[src/rtl/rgb_framebuffer_engine_defines.svh]
// Assertion macros used by the frame store back end.
`ifndef RGB_FRAMEBUFFER_ENGINE_DEFINES_SVH
`define RGB_FRAMEBUFFER_ENGINE_DEFINES_SVH

// Consequence must hold in the same cycle as the antecedent.
`define RFE_ASSERT_NOW(lbl, ante, cons, msg) \
    lbl: assert property (@(posedge clk) disable iff (!rst_n) (ante) |-> (cons)) \
        else $error(msg);

// Consequence must hold in the cycle after the antecedent.
`define RFE_ASSERT_NEXT(lbl, ante, cons, msg) \
    lbl: assert property (@(posedge clk) disable iff (!rst_n) (ante) |=> (cons)) \
        else $error(msg);

`endif

[src/rtl/rfe_pkg.sv]
package rfe_pkg;

    localparam int DEF_MAX_WIDTH  = 320;
    localparam int DEF_MAX_HEIGHT = 240;

    // Address field of a queue entry, wide enough for the largest frame.
    localparam int ENTRY_ADDR_W = 25;

    localparam int QUEUE_DEPTH = 2;

    localparam logic [6:0] LEVEL_CAP   = 7'd100;
    localparam logic [8:0] RESET_WIDTH = 9'd320;
    localparam logic [7:0] RESET_HEIGHT = 8'd240;

    localparam logic [2:0] KIND_DRAW  = 3'd0;
    localparam logic [2:0] KIND_READ  = 3'd1;
    localparam logic [2:0] KIND_FILL  = 3'd2;
    localparam logic [2:0] KIND_LEVEL = 3'd3;
    localparam logic [2:0] KIND_CLEAR = 3'd4;

    localparam logic [1:0] CFG_FRAME_WIDTH  = 2'd0;
    localparam logic [1:0] CFG_FRAME_HEIGHT = 2'd1;

    typedef enum logic [2:0] {
        OP_DRAW  = 3'd0,
        OP_READ  = 3'd1,
        OP_FILL  = 3'd2,
        OP_LEVEL = 3'd3,
        OP_CLEAR = 3'd4
    } op_t;

    typedef struct packed {
        logic [2:0] kind;
        logic [8:0] x_pos;
        logic [7:0] y_pos;
        logic [8:0] rect_width;
        logic [7:0] rect_height;
        logic [7:0] in_red;
        logic [7:0] in_green;
        logic [7:0] in_blue;
        logic [7:0] new_level;
    } in_t;

    typedef struct packed {
        logic [7:0] out_red;
        logic [7:0] out_green;
        logic [7:0] out_blue;
        logic       in_range;
    } out_t;

    typedef struct packed {
        op_t                     op;
        logic                    in_range;
        logic [ENTRY_ADDR_W-1:0] addr;
        logic [8:0]              rect_width;
        logic [7:0]              rect_height;
        logic [23:0]             color;
        logic [6:0]              level;
    } entry_t;

    typedef struct packed {
        logic init_busy;
    } status_t;

endpackage

[src/rtl/rfe_queue.sv]
module rfe_queue
    import rfe_pkg::*;
(
    input  logic   clk,
    input  logic   rst_n,
    input  logic   push,
    input  entry_t push_entry,
    output logic   full,
    output logic   empty,
    input  logic   pop,
    output entry_t head
);

    localparam int PTR_W = $clog2(QUEUE_DEPTH);
    localparam int CNT_W = $clog2(QUEUE_DEPTH + 1);

    entry_t             slot_reg [QUEUE_DEPTH];
    logic [PTR_W-1:0]   wr_ptr_reg;
    logic [PTR_W-1:0]   wr_ptr_next;
    logic [PTR_W-1:0]   rd_ptr_reg;
    logic [PTR_W-1:0]   rd_ptr_next;
    logic [CNT_W-1:0]   count_reg;
    logic [CNT_W-1:0]   count_next;

    always_comb
    begin
        full  = count_reg == CNT_W'(QUEUE_DEPTH);
        empty = count_reg == CNT_W'(0);
        head  = slot_reg[rd_ptr_reg];
        wr_ptr_next = wr_ptr_reg;
        rd_ptr_next = rd_ptr_reg;
        if (push)
        begin
            wr_ptr_next = (wr_ptr_reg == PTR_W'(QUEUE_DEPTH - 1)) ? '0 : wr_ptr_reg + 1'b1;
        end
        if (pop)
        begin
            rd_ptr_next = (rd_ptr_reg == PTR_W'(QUEUE_DEPTH - 1)) ? '0 : rd_ptr_reg + 1'b1;
        end
        count_next = count_reg + CNT_W'(push) - CNT_W'(pop);
    end

    always_ff @(posedge clk or negedge rst_n)
    begin
        if (!rst_n)
        begin
            wr_ptr_reg <= '0;
            rd_ptr_reg <= '0;
            count_reg  <= '0;
        end
        else
        begin
            wr_ptr_reg <= wr_ptr_next;
            rd_ptr_reg <= rd_ptr_next;
            count_reg  <= count_next;
        end
    end

    always_ff @(posedge clk)
    begin
        if (push)
        begin
            slot_reg[wr_ptr_reg] <= push_entry;
        end
    end

endmodule

[config.mk]
export PLATFORM = sky130hd
export DESIGN_NAME = rfe_queue
export DESIGN_NICKNAME = d
export VERILOG_FILES = /design/src/rtl/rgb_framebuffer_engine_defines.svh /design/src/rtl/rfe_pkg.sv /design/src/rtl/rfe_queue.sv
export SDC_FILE = /design/constraint.sdc
export NUM_CORES = 1
export LEC_CHECK = 0
export CAP_MARGIN = 20
export CORE_UTILIZATION = 38
export DETAILED_ROUTE_END_ITERATION = 10
export DONT_BUFFER_PORTS = 1
export PLACE_DENSITY = 0.61
export RECOVER_POWER = 50
export SYNTH_ARGS = -nofsm -noshare
export SYNTH_HDL_FRONTEND = slang
export SYNTH_SLANG_ARGS = --single-unit
[constraint.sdc]
create_clock -name clk -period 4.05 [get_ports clk]
set_input_delay 0.6075 -clock clk [delete_from_list [all_inputs] [get_ports clk]]
set_output_delay 0.6075 -clock clk [all_outputs]
set_load 0.05 [all_outputs]
Word-level counts from Yosys, hierarchy flattened

Memories as Yosys holds them, arrays and structs flattened.
Cells that the tools add are included.

Memory bits (writable): 154
Memories kept: 1
Bits in registers: 4
Logic and storage cells: 14
Output and inout bits: 79
Bits of input ports: 81

Add/subtract/negate cells: 4
Muxes and demuxes: 4
Reduce and logical (&&, ||, !) cells: 1
Eq/ne operators: 1

Memories:

| memory   | depth | width | read ports | clocked after Yosys merged registers in | write ports | line            | text |
|---|---|---|---|---|---|---|---|
| slot_reg | 2     | 77    | 1          | 0                                       | 1           | rfe_queue.sv:17 | `entry_t slot_reg [QUEUE_DEPTH];` |

Operators by type and width:

| cell                | count |
|---|---|
| $mux 1              | 4 |
| $add 1x1->1 const B | 2 |
| $add 2x1->2         | 1 |
| $eq 2x2->1 const B  | 1 |
| $logic_not 2->1     | 1 |
| $sub 2x1->2         | 1 |

Logic depth before layout (Yosys ltp)

Depth in word-level cells: 2
Depth in mapped cells: 5
Gate-level depth less buffers: 5

Worst setup path after synthesis

OpenSTA, ideal clock, no wires.

Kind: input to register
Start point: in push
End point: mem slot_reg[0][0] (netlist bit), enable pin
Required time: 3528 ps
Path buffers: 0
Arrival: 3977 ps
Setup time: 522 ps
Slack: -449 ps
Stages: 1
Cells stage by stage: nor2b_1

Word-level cells in the longest chain between the ends: 2

RTL lines:

| item                         | line            | text |
|---|---|---|
| start: declaration           | rfe_queue.sv:6  | `input logic push,` |
| $mux 1                       | rfe_queue.sv:61 | `if (push)` |
| $mux 1 (not written as such) | rfe_queue.sv:63 | `slot_reg[wr_ptr_reg] <= push_entry;` |
| end: declaration             | rfe_queue.sv:17 |  |

No other way between the ends.

Worst setup path after layout

Start point: reg wr_ptr_reg
End point: mem slot_reg[1][42] (netlist bit), enable pin

RTL lines:

| item                     | line            | text |
|---|---|---|
| start: declaration       | rfe_queue.sv:18 | `logic [PTR_W-1:0] wr_ptr_reg;` |
| start signal: assignment | rfe_queue.sv:53 | `wr_ptr_reg <= wr_ptr_next;` |

Straight into the memory's write port.

==> flow_summary.ini <==
[global_route]
antenna_found_initial = 0
grt_pass1_wl_um = 13800
grt_max_degree = 79
gr-usage-all-layers_pct = 12.1
first_global_vias = 2567
grt_overflow = 0

[route]
drt_iter0_markers = 100
first_pass_iters = 4
drc = 0
vias = 2314
antenna_left = 0
wl_per_cell_um = 19.9
vias_per_cell = 4.98
wl_um = 9230

[clock_network]
post_cts_resized = 0
cts_tree = yes
root_buffer = clkbuf_16
cts-buffers-inserted = 17
clk_path_buf_depth = 2
clk_latency_ns = 0.42
cts_setup_buffers = 0
holdBufCountCts = 1
cts.sinks = 158
clkTransAtPathRegs_ns = 0.06
cts_max_level = 4

[logic_synthesis]
yosys_register_bits = 158
syn_avg_cell_area_um2 = 22.9
mappedNetlistNets = 338
syn_area_mm2 = 0.00583
yosys.area.top_type = edfxtp_1
synthCells = 255
ys_types = 13
netlist_top_cells_area = edfxtp_1 79%, mux2_2 11%, mux2_4 5.1%, dfrtp_1 1.7%, buf_6 0.77%
ys_seq_area_share_pct = 81.0
synth_warnings = 0
post-synth-top-area-fraction_pct = 79.3

[timing]
worst_slew_pin_slew_ns = 2.31
worst_slew_margin_rel_pct = -54.0
clock.fmax_mhz = 361
timing.final.crit_share_pct = 68.3
final_max_slew_viol_count = 51
finalSetupViolations = 0
finalCriticalPeriod_ns = 2.77
skew_ns = 0.0102
hold_viol = 0
fin_tns_setup_ns = 0
rsz0062_at_grt = false

[layout]
n_antenna_cell = 0
drive_gt1_share_pct = 38.4
postLayoutCellArea_mm2 = 0.00666
final_cell_count_no_fill = 465
largest_register_ffs = 154
layout_commonest_cell = edfxtp_1
final_cell_mix = 154 x edfxtp_1, 57 x mux2_2, 20 x mux2_4
area_delta_synth_final_pct = 14.2
nets = 352

[pwr]
ir_worst_vdd_v = 0.000626
p_leak_uw = 0.00226
powerDensity_mw_per_mm2 = 903

[setup_path]
path_class = flip-flop to flip-flop
arrival_ns = 2.86
r2r_slack_ns = 1.28
max_stage_delay_ns = 1.71
crit_fanout = 47
critPathRequiredTime_ns = 4.14
cp-start-kind = flip-flop
worstSetupEndpointType = flip-flop
cp_slowest_cell = and2_0
crit_chain = and2_0 > buf_16

[outcome]
status = finished with violations
violations = capacitance limit, slew limit

[die]
fp.dieW_um = 126
ioPinCount = 160
core-area_mm2 = 0.0148
rows = 44
initial_core_util_pct = 39.5
die-area_mm2 = 0.0158
dieHeight_um = 126

[place]
dpl_cell_area_mm2 = 0.00603
place_inst = 431
place_congestion = 0.695
dp_hpwl_um = 5520
port_buffers = 0

[worst_hold_path]
min_path_type = input pin to flip-flop

[job]
drv_cap = 2
==> path summary, 6_finish.rpt <==
path / startpoint / endpoint / cells after the start
min: pop / rd_ptr_reg$_DFFE_PN0P_ / 1
max in group asynchronous: rst_n / rd_ptr_reg$_DFFE_PN0P_ / 1
min in group asynchronous: rst_n / wr_ptr_reg$_DFFE_PN0P_ / 1
min reg2reg: wr_ptr_reg$_DFFE_PN0P_ / wr_ptr_reg$_DFFE_PN0P_ / 1
max: wr_ptr_reg$_DFFE_PN0P_ / slot_reg[1][42]$_DFFE_PP_ / 2
max reg2reg: wr_ptr_reg$_DFFE_PN0P_ / slot_reg[1][42]$_DFFE_PP_ / 2
==> through the flow <==
step / setup slack, ns / util, % / power, µW / hold slack (ns)
after global routing: 1.05 / 45.1 / 6230 / 0.251
after global placement: 1.67 / 40.8 / 4470 / 0.312
after CTS: 1.17 / 44.8 / 6060 / 0.245
final: 1.28 / 45.1 / 6020 / 0.266
after detailed placement: 1.64 / 40.8 / 4500 / 0.312
after floorplan: 0.993 / - / 4320 / 0.312
==> kinds of logic after synthesis <==
kind of cell	synth area share, %
xor gates and xnor gates	0.708
adders and majority gates	0.429
buffers and inverters	1.33
DFF	81.0
muxes	16.2
and+or+nand+nor	0.386
==> worst max-delay path: cells and delay by family (launching register included) <==
family                 cells  cell delay (ns)
and+or+nand+nor            1             1.71
buffers and inverters      1             0.32
DFF                        1             0.37
==> final cells by class <==
class                   count  area [µm²]
inverters                   2        7.51
repair buffers              4        85.1
well taps                 184         230
clock inverters            13         148
flip-flops and latches    158        4730
multi-input cells          86        1030
clock buffers              18         429
fillers                  1256        8100
==> routing by layer <==
metal | vias up | wire length [µm] | track usage (%) | share of wire, %
met5 | - | 0 | 0 | 0
met4 | 0 | 167 | 6.59 | 1.8
met3 | 12 | 1110 | 7.65 | 12
met2 | 121 | 4550 | 19.3 | 49
met1 | 1148 | 3400 | 12.1 | 37
li1 | 1033 | - | - | -
==> synth_stat cells <==
master    number
buf_6          4
edfxtp_1     154
mux2_2        57
xor2_1         2
mux2_4        20
buf_2          5
inv_1          2
xor3_1         1
dfrtp_1        4
nor2_1         1
and2_1         1
ha_1           2
nor2b_1        2
==> power by group <==
part / internal, µW / total (µW) / switching [µW]
registers: 2180 / 2320 / 142
logic: 522 / 2150 / 1630
clock network: 957 / 1550 / 589
No activity file was read; power rests on OpenSTA's default activity.
