**config.mk**
```make
export PLATFORM = sky130hd
export DESIGN_NAME = rfe_front
export DESIGN_NICKNAME = d
export VERILOG_FILES = /design/src/rtl/rgb_framebuffer_engine_defines.svh /design/src/rtl/rfe_pkg.sv /design/src/rtl/rfe_front.sv
export SDC_FILE = /design/constraint.sdc
export NUM_CORES = 1
export LEC_CHECK = 0
export BUFFER_PORTS_ARGS = -buffer_cell sky130_fd_sc_hd__buf_2
export CORE_AREA = 2 2 125 127
export DETAILED_ROUTE_END_ITERATION = 12
export DIE_AREA = 0 0 127 129
export PLACE_DENSITY = 0.78
export SYNTH_ARGS = -nofsm -noshare
export SYNTH_HDL_FRONTEND = slang
export SYNTH_SLANG_ARGS = --single-unit
export TNS_END_PERCENT = 5
```
**constraint.sdc**
```tcl
create_clock -name clk -period 6.9 [get_ports clk]
set_input_delay 0.69 -clock clk [delete_from_list [all_inputs] [get_ports clk]]
set_output_delay 0.69 -clock clk [all_outputs]
set_load 0.05 [all_outputs]
```
**src/rtl/rgb_framebuffer_engine_defines.svh**
```systemverilog
// Assertion macros used by the frame store back end.
`ifndef RGB_FRAMEBUFFER_ENGINE_DEFINES_SVH
`define RGB_FRAMEBUFFER_ENGINE_DEFINES_SVH

// Consequence must hold in the same cycle as the antecedent.
`define RFE_ASSERT_NOW(lbl, ante, cons, msg) \
    lbl: assert property (@(posedge clk) disable iff (!rst_n) (ante) |-> (cons)) \
        else $error(msg);

// Consequence must hold in the cycle after the antecedent.
`define RFE_ASSERT_NEXT(lbl, ante, cons, msg) \
    lbl: assert property (@(posedge clk) disable iff (!rst_n) (ante) |=> (cons)) \
        else $error(msg);

`endif

```
**src/rtl/rfe_pkg.sv**
```systemverilog
package rfe_pkg;

    localparam int DEF_MAX_WIDTH  = 320;
    localparam int DEF_MAX_HEIGHT = 240;

    // Address field of a queue entry, wide enough for the largest frame.
    localparam int ENTRY_ADDR_W = 25;

    localparam int QUEUE_DEPTH = 2;

    localparam logic [6:0] LEVEL_CAP   = 7'd100;
    localparam logic [8:0] RESET_WIDTH = 9'd320;
    localparam logic [7:0] RESET_HEIGHT = 8'd240;

    localparam logic [2:0] KIND_DRAW  = 3'd0;
    localparam logic [2:0] KIND_READ  = 3'd1;
    localparam logic [2:0] KIND_FILL  = 3'd2;
    localparam logic [2:0] KIND_LEVEL = 3'd3;
    localparam logic [2:0] KIND_CLEAR = 3'd4;

    localparam logic [1:0] CFG_FRAME_WIDTH  = 2'd0;
    localparam logic [1:0] CFG_FRAME_HEIGHT = 2'd1;

    typedef enum logic [2:0] {
        OP_DRAW  = 3'd0,
        OP_READ  = 3'd1,
        OP_FILL  = 3'd2,
        OP_LEVEL = 3'd3,
        OP_CLEAR = 3'd4
    } op_t;

    typedef struct packed {
        logic [2:0] kind;
        logic [8:0] x_pos;
        logic [7:0] y_pos;
        logic [8:0] rect_width;
        logic [7:0] rect_height;
        logic [7:0] in_red;
        logic [7:0] in_green;
        logic [7:0] in_blue;
        logic [7:0] new_level;
    } in_t;

    typedef struct packed {
        logic [7:0] out_red;
        logic [7:0] out_green;
        logic [7:0] out_blue;
        logic       in_range;
    } out_t;

    typedef struct packed {
        op_t                     op;
        logic                    in_range;
        logic [ENTRY_ADDR_W-1:0] addr;
        logic [8:0]              rect_width;
        logic [7:0]              rect_height;
        logic [23:0]             color;
        logic [6:0]              level;
    } entry_t;

    typedef struct packed {
        logic init_busy;
    } status_t;

endpackage

```
**src/rtl/rfe_front.sv**
```systemverilog
module rfe_front
    import rfe_pkg::*;
(
    input  logic       clk,
    input  logic       rst_n,
    input  logic       in_valid,
    output logic       in_stall,
    input  in_t        in_item,
    input  logic [8:0] eff_w,
    input  logic [7:0] eff_h,
    input  status_t    status,
    input  logic       q_full,
    output logic       q_push,
    output entry_t     q_entry
);

    in_t         item_reg;
    logic        valid_reg;
    logic        valid_next;
    logic        accept;
    logic        consume;
    logic        drop;
    logic        x_ok;
    logic        y_ok;
    logic        fill_ok;
    logic        is_level;
    logic [7:0]  row;
    logic [16:0] prod;

    always_comb
    begin
        x_ok     = item_reg.x_pos < eff_w;
        y_ok     = item_reg.y_pos < eff_h;
        fill_ok  = ({1'b0, item_reg.x_pos} + {1'b0, item_reg.rect_width} <= {1'b0, eff_w})
                && ({1'b0, item_reg.y_pos} + {1'b0, item_reg.rect_height} <= {1'b0, eff_h})
                && (item_reg.rect_width != 9'd0) && (item_reg.rect_height != 8'd0);
        is_level = item_reg.kind == KIND_LEVEL;
        // Rows are stored bottom-up; a level entry carries the frame area instead.
        row      = is_level ? eff_h : (eff_h - 8'd1 - item_reg.y_pos);
        prod     = {9'd0, row} * {8'd0, eff_w};

        q_entry.op          = OP_DRAW;
        q_entry.in_range    = x_ok && y_ok;
        q_entry.addr        = ENTRY_ADDR_W'(prod)
                            + ENTRY_ADDR_W'(is_level ? 9'd0 : item_reg.x_pos);
        q_entry.rect_width  = item_reg.rect_width;
        q_entry.rect_height = item_reg.rect_height;
        q_entry.color       = {item_reg.in_red, item_reg.in_green, item_reg.in_blue};
        q_entry.level       = (item_reg.new_level > {1'b0, LEVEL_CAP}) ? LEVEL_CAP
                                                                     : item_reg.new_level[6:0];
        drop = 1'b1;
        unique case (item_reg.kind)
            KIND_DRAW:
            begin
                q_entry.op = OP_DRAW;
                drop       = !(x_ok && y_ok);
            end
            KIND_READ:
            begin
                q_entry.op = OP_READ;
                drop       = 1'b0;
            end
            KIND_FILL:
            begin
                q_entry.op = OP_FILL;
                drop       = !fill_ok;
            end
            KIND_LEVEL:
            begin
                q_entry.op = OP_LEVEL;
                drop       = 1'b0;
            end
            KIND_CLEAR:
            begin
                q_entry.op = OP_CLEAR;
                drop       = 1'b0;
            end
            default:
            begin
                q_entry.op = OP_DRAW;
                drop       = 1'b1;
            end
        endcase

        q_push     = valid_reg && !drop && !q_full;
        consume    = valid_reg && (drop || !q_full);
        in_stall   = status.init_busy || (valid_reg && !consume);
        accept     = in_valid && !in_stall;
        valid_next = accept ? 1'b1 : (consume ? 1'b0 : valid_reg);
    end

    always_ff @(posedge clk or negedge rst_n)
    begin
        if (!rst_n)
        begin
            valid_reg <= 1'b0;
        end
        else
        begin
            valid_reg <= valid_next;
        end
    end

    always_ff @(posedge clk)
    begin
        if (accept)
        begin
            item_reg <= in_item;
        end
    end

endmodule

```
Word-level counts from Yosys, hierarchy flattened --
Index checks and enable logic that the tools add are counted.
Word-level totals: flip-flop bits (word level) 70, bits of input ports 91, output and inout bits 79
Cells by class: $add $sub $neg 5, multiply operators 1, order comparisons 5, equal/unequal tests 4, multiplexer cells 7, reduce and logical (&&, ||, !) cells 22
Operators by type and width (number):
- $add A17 B9 Y18 | 1
- $mul A8 B9 Y17 | 1
- $pmux W3 S4 | 1
- $add A9 B9 Y10 | 1
- $le A10 B9 Y1 | 1
- $add A8 B8 Y9 | 1
- $le A9 B8 Y1 | 1
- $logic_and A1 B1 Y1 | 9
- $lt A9 B9 Y1 | 1
- $mux W9 | 1
- $reduce_bool A9 Y1 | 1
- $gt A8 B7 Y1 const B | 1
- $lt A8 B8 Y1 | 1
- $mux W8 | 1
- $reduce_bool A8 Y1 | 1
- $sub A8 B1 Y8 const B | 1
- $sub A8 B8 Y8 | 1
- $mux W7 | 1
- $eq A3 B2 Y1 const B | 2
- $logic_not A1 Y1 | 6
- $eq A3 B1 Y1 const B | 1
- $eq A3 B3 Y1 const B | 1
- $logic_not A3 Y1 | 1
- $pmux W1 S3 | 1
- 4 further kinds | 6

Logic depth before layout (Yosys ltp) --
depth in word-level cells 15, gate-level depth with buffers 26

Worst setup path after synthesis --
Ideal clock, no wire load.
path kind input to output, start point input eff_h[0], end point output q_entry[64] (netlist name), data arrival time 7.420 ns, required time 6.210 ns, setup slack -1.210 ns, stages 22, path through ha_1 -> inv_1 -> fa_1 -> nor2b_1 -> o21ai_1 -> a21boi_1 -> o21ai_2 -> a2111oi_0 -> a311oi_1 -> fa_1 -> fa_1 -> inv_1 -> fa_1 -> inv_1 -> fa_1 -> inv_1 -> ha_1 -> o21a_1 -> o21ai_0 -> nor3_1 -> o21a_1 -> o311ai_0
RTL lines:
- start, declared | RTL line rfe_front.sv:10 | input logic [7:0] eff_h,
- end, declared | RTL line rfe_front.sv:14 | output entry_t q_entry

==> metrics list <==
- Between clock sinks in the finished design, the worst skew comes to 0.006315 ns.
- For this design the static power due to leakage is 4.430 nW.
- Top FF cell, synth: edfxtp_1
* Pin count of the biggest net entering global routing: 70
- In this run the worst path has a maximum fanout of 4.
- The die covers 16,380 um^2.
- The register with the most flip-flops in the layout has 41 of them.
- The number of antenna violations at the first check in global routing came to 0.
- Summing internal, switching and leakage power gives 0.004376 W.
* Crit path buffers/inverters: 8
- The cell that appears most often on the critical path is fa_1.
- The routed layout has 6,005 vias.
- Measured along the x axis, the die boundary spans 127 um.
* Fin crit share: 98.24%
- The finished layout holds 1,136 standard cells, fillers aside.
- Including well taps, the total number of placed cells is 1,112.
- Global-route congestion overflow total: 0
- The cell count after synthesis came out at 762.
- CP Launch Point: eff_h[1]
- At the worst endpoint, the arrival time is 6.09 ns.
* Clock latency on the worst-skew pair: 0.32 ns
* Post-synthesis compound-gate area fraction: 13.15%
* Worst path max stage delay: 0.51 ns
* Count of endpoints failing hold in the final timing report: 0
- The average instance in the mapped netlist occupies 9.801 um^2.
- The number of global-route vias before repair was 6,156.
- Parity-gate share of the synthesized area counting xor and xnor cells: 2.463%
* Crit path capture type: primary output
- The library cell used most frequently in the layout, excluding fill and tap cells, is buf_2.
- In the final routed layout, each cell accounts on average for 15.86 um.
- The smallest clock period supported by the final layout is computed as 6.779 ns.
* Row count: 45
- Slowest library cell on the worst path: fa_1
- Once the floorplan was initialized, standard cells occupied 49.87% of the core.
* I/O pins: 170
- Type of the tightest min-delay check: in2async
* Most used cells in the layout excluding fill and tap cells: buf_2, inv_1, ha_1, edfxtp_1, buf_4
* Setup Crit Path Kind: in2out
* Final setup viols: 0
- Number of flip-flops and latches in the synthesized netlist: 70
* Share of synthesized area spent on multiplexers: 0%
* Synth Area in Adders: 30.89%
- Filler cell count: 1,234
- Maximum level of the CTS H-tree: 3
- Kind of cell with the highest combined delay on the critical path: adder cells
- Post-Route WL: 18,020 um
- TritonCTS clock tree: done
- The share of the Yosys chip area taken by registers is 28.08%.
- The repair_antennas step left the layout with diodes totalling 0.
* Nets: 1,186
* Count of unique library cells instantiated by Yosys: 65
- In the routed layout, each cell is associated on average with a via count of 5.286.
- Beginning of the worst register-to-register path: item_reg[49]$_DFFE_PP_
- In this run the power density over the cells is 472.3 nW/um^2.
- For this block, the initial DRC count from the detailed router was 244.
- Minimum setup slack in the final design: 0.1212 ns
- Number of CTS-inserted buffers: 9
- Final weighted congestion of routability-driven global placement: 0.9222
- Vertical extent of the die: 129 um
* Number of clock sinks seen by CTS: 70
- Relative to the synthesized area, the layout overhead comes to 24.07%.
- Kind of start point of the critical path: input port
- Core occupancy in the finished layout: 61.87%
- Final Slew Violations: 0
* Clock transition at the registers of the reported paths: 0.06 ns
- Before antenna repair, the detailed router went through 5 iterations.
- Netlist Area Pre-Place: 7468 um^2
* Worst-case setup slack after placement: -0.3804 ns
* Required time reported for the critical path endpoint: 6.21 ns
- First-pass GRT wire length: 28,800 um
* Max Cap Violations: 0
* Setup repair after global routing missed its margin: yes
* Half-perimeter wire length after detailed placement: 14,300 um
- In the final layout, the share of cells above drive strength 1 is 31.01%.
- Peak ir drop on the vdd network: 739.2 uV
* Share of synthesized cell area in and, or, nand and nor gates: 13.99%
* Sum of negative setup slack: 0 ns
- Count of flip-flops with a built-in enable after synthesis: 69
- DRC: 0
- The run finished with clean final reports.
* Async SR Flop Fraction: 1.429%
- Global routing used 21.96% of the available tracks across all layers.
- Quantity of I/O buffers inserted on ports: 162
* Dominant combinational cell family by area after synthesis: adder cells
- Once detail routing completed, the nets flagged for antenna violations numbered 0.
- No sink is reached through more buffers than the 2 on the longest clock path.
* Max Fclk: 0.1475 GHz
* Relative slew slack: 45.17%
- The cell sitting at the root of the clock tree is a clkbuf_16.
- Actual slew at the worst max-slew pin: 0.8225 ns
- For this run, the number of Yosys warnings is 0.
- After floorplanning, the core was sized to cover 14,980 um^2.
[cells in the mapped netlist (all sizes together), types with 6 or more instances]
| cell type | instances | share of area (%) |
|---|---|---|
| a21o | 11 | 1.2 |
| a21oi | 33 | 2.2 |
| and2 | 31 | 2.6 |
| buf | 53 | 5.1 |
| clkbuf | 6 | 0.30 |
| edfxtp | 69 | 28 |
| fa | 54 | 14 |
| ha | 98 | 16 |
| inv | 117 | 5.9 |
| nand2 | 54 | 2.7 |
| nand3 | 16 | 1.1 |
| nor2 | 35 | 1.8 |
| nor2b | 16 | 1.3 |
| nor3 | 22 | 1.6 |
| nor3b | 6 | 0.60 |
| nor4 | 6 | 0.59 |
| o2111ai | 9 | 1.1 |
| o21a | 10 | 1.0 |
| o21ai | 24 | 1.7 |
| o311ai | 8 | 0.94 |
| xnor2 | 18 | 2.1 |
[report_power, final]
part	switching [W]	leakage, nW	total (W)	internal [W]
Clock	0.000166	0.151	0.000481	0.000316
Sequential	0.0000130	0.658	0.000505	0.000492
Combinational	0.00212	3.62	0.00339	0.00126
Total	0.00230	4.43	0.00438	0.00207
[worst register-to-register path, cell delays in order (launching register included)]
cell and delay (ns):
edfxtp_1 0.41, buf_4 0.16, ha_1 0.18, inv_1 0.08, fa_1 0.21, nor2b_1 0.07, o31ai_1 0.39, or2b_1 0.27
a21oi_1 0.17, xnor2_1 0.14, ha_1 0.26, a211oi_1 0.34, o211a_1 0.20, o21ai_0 0.09, o2111ai_1 0.10, nand4b_1 0.22
o311a_2 0.45, buf_4 0.39
[timing repair]
action / CTS / global route
resized for setup: 28 / 41
endpoints found under the setup margin: 8 / 8
setup buffers: 3 / 6
hold buffers: 0 / 0
pin swaps: 15 / 32
[path summary, 6_finish.rpt]
path,endpoint,slack (ns),cells past startpoint
min in group clk,q_entry[33]$_DFFE_PP_,0.54,1
max,q_entry[64],0.12,25
min,valid_reg$_DFFE_PN0P_,0.15,1
max reg2reg,item_reg[0]$_DFFE_PP_,2.38,17
max in group asynchronous,valid_reg$_DFFE_PN0P_,6.66,1
min reg2reg,valid_reg$_DFFE_PN0P_,0.74,3
[layer usage]
layer / up-vias / GRT usage, % / share of wire (%)
li1: 2948 / - / -
met1: 2803 / 27.24 / 43
met2: 219 / 38.77 / 49
met3: 35 / 4.449 / 6.3
met4: 0 / 6.917 / 2.1
met5: - / 0 / 0
[cell type report]
type                            instances  area (um^2)  area share, %
Clock buffer                           10        229.0          2.471
Clock inverter                          6        85.08         0.9182
Inverter                              118        445.4          4.807
Multi-Input combinational cell        521         4866          52.51
Sequential cell                        70         2097          22.63
Tap cell                              188        235.2          2.538
Timing Repair Buffer                  223         1309          14.12
[stage by stage]
step                hold WS [ns]  area [um^2]
finish                    0.1466         9266
global route              0.1418         9266
CTS                       0.1385         8989
detailed placement        0.4780         8554
global placement          0.4810         8554
floorplan                 0.3944         7516
[cells by family (layout without fill, tap and decap cells)]
kind of cell	count (synthesis)	in the layout
flops	70	70
compound gates	136	136
other cells	1	7
simple gates	205	205
buf+inv	177	357
xor+xnor	21	21
fa+ha+maj	152	152
(Power assumes the default switching activity.)
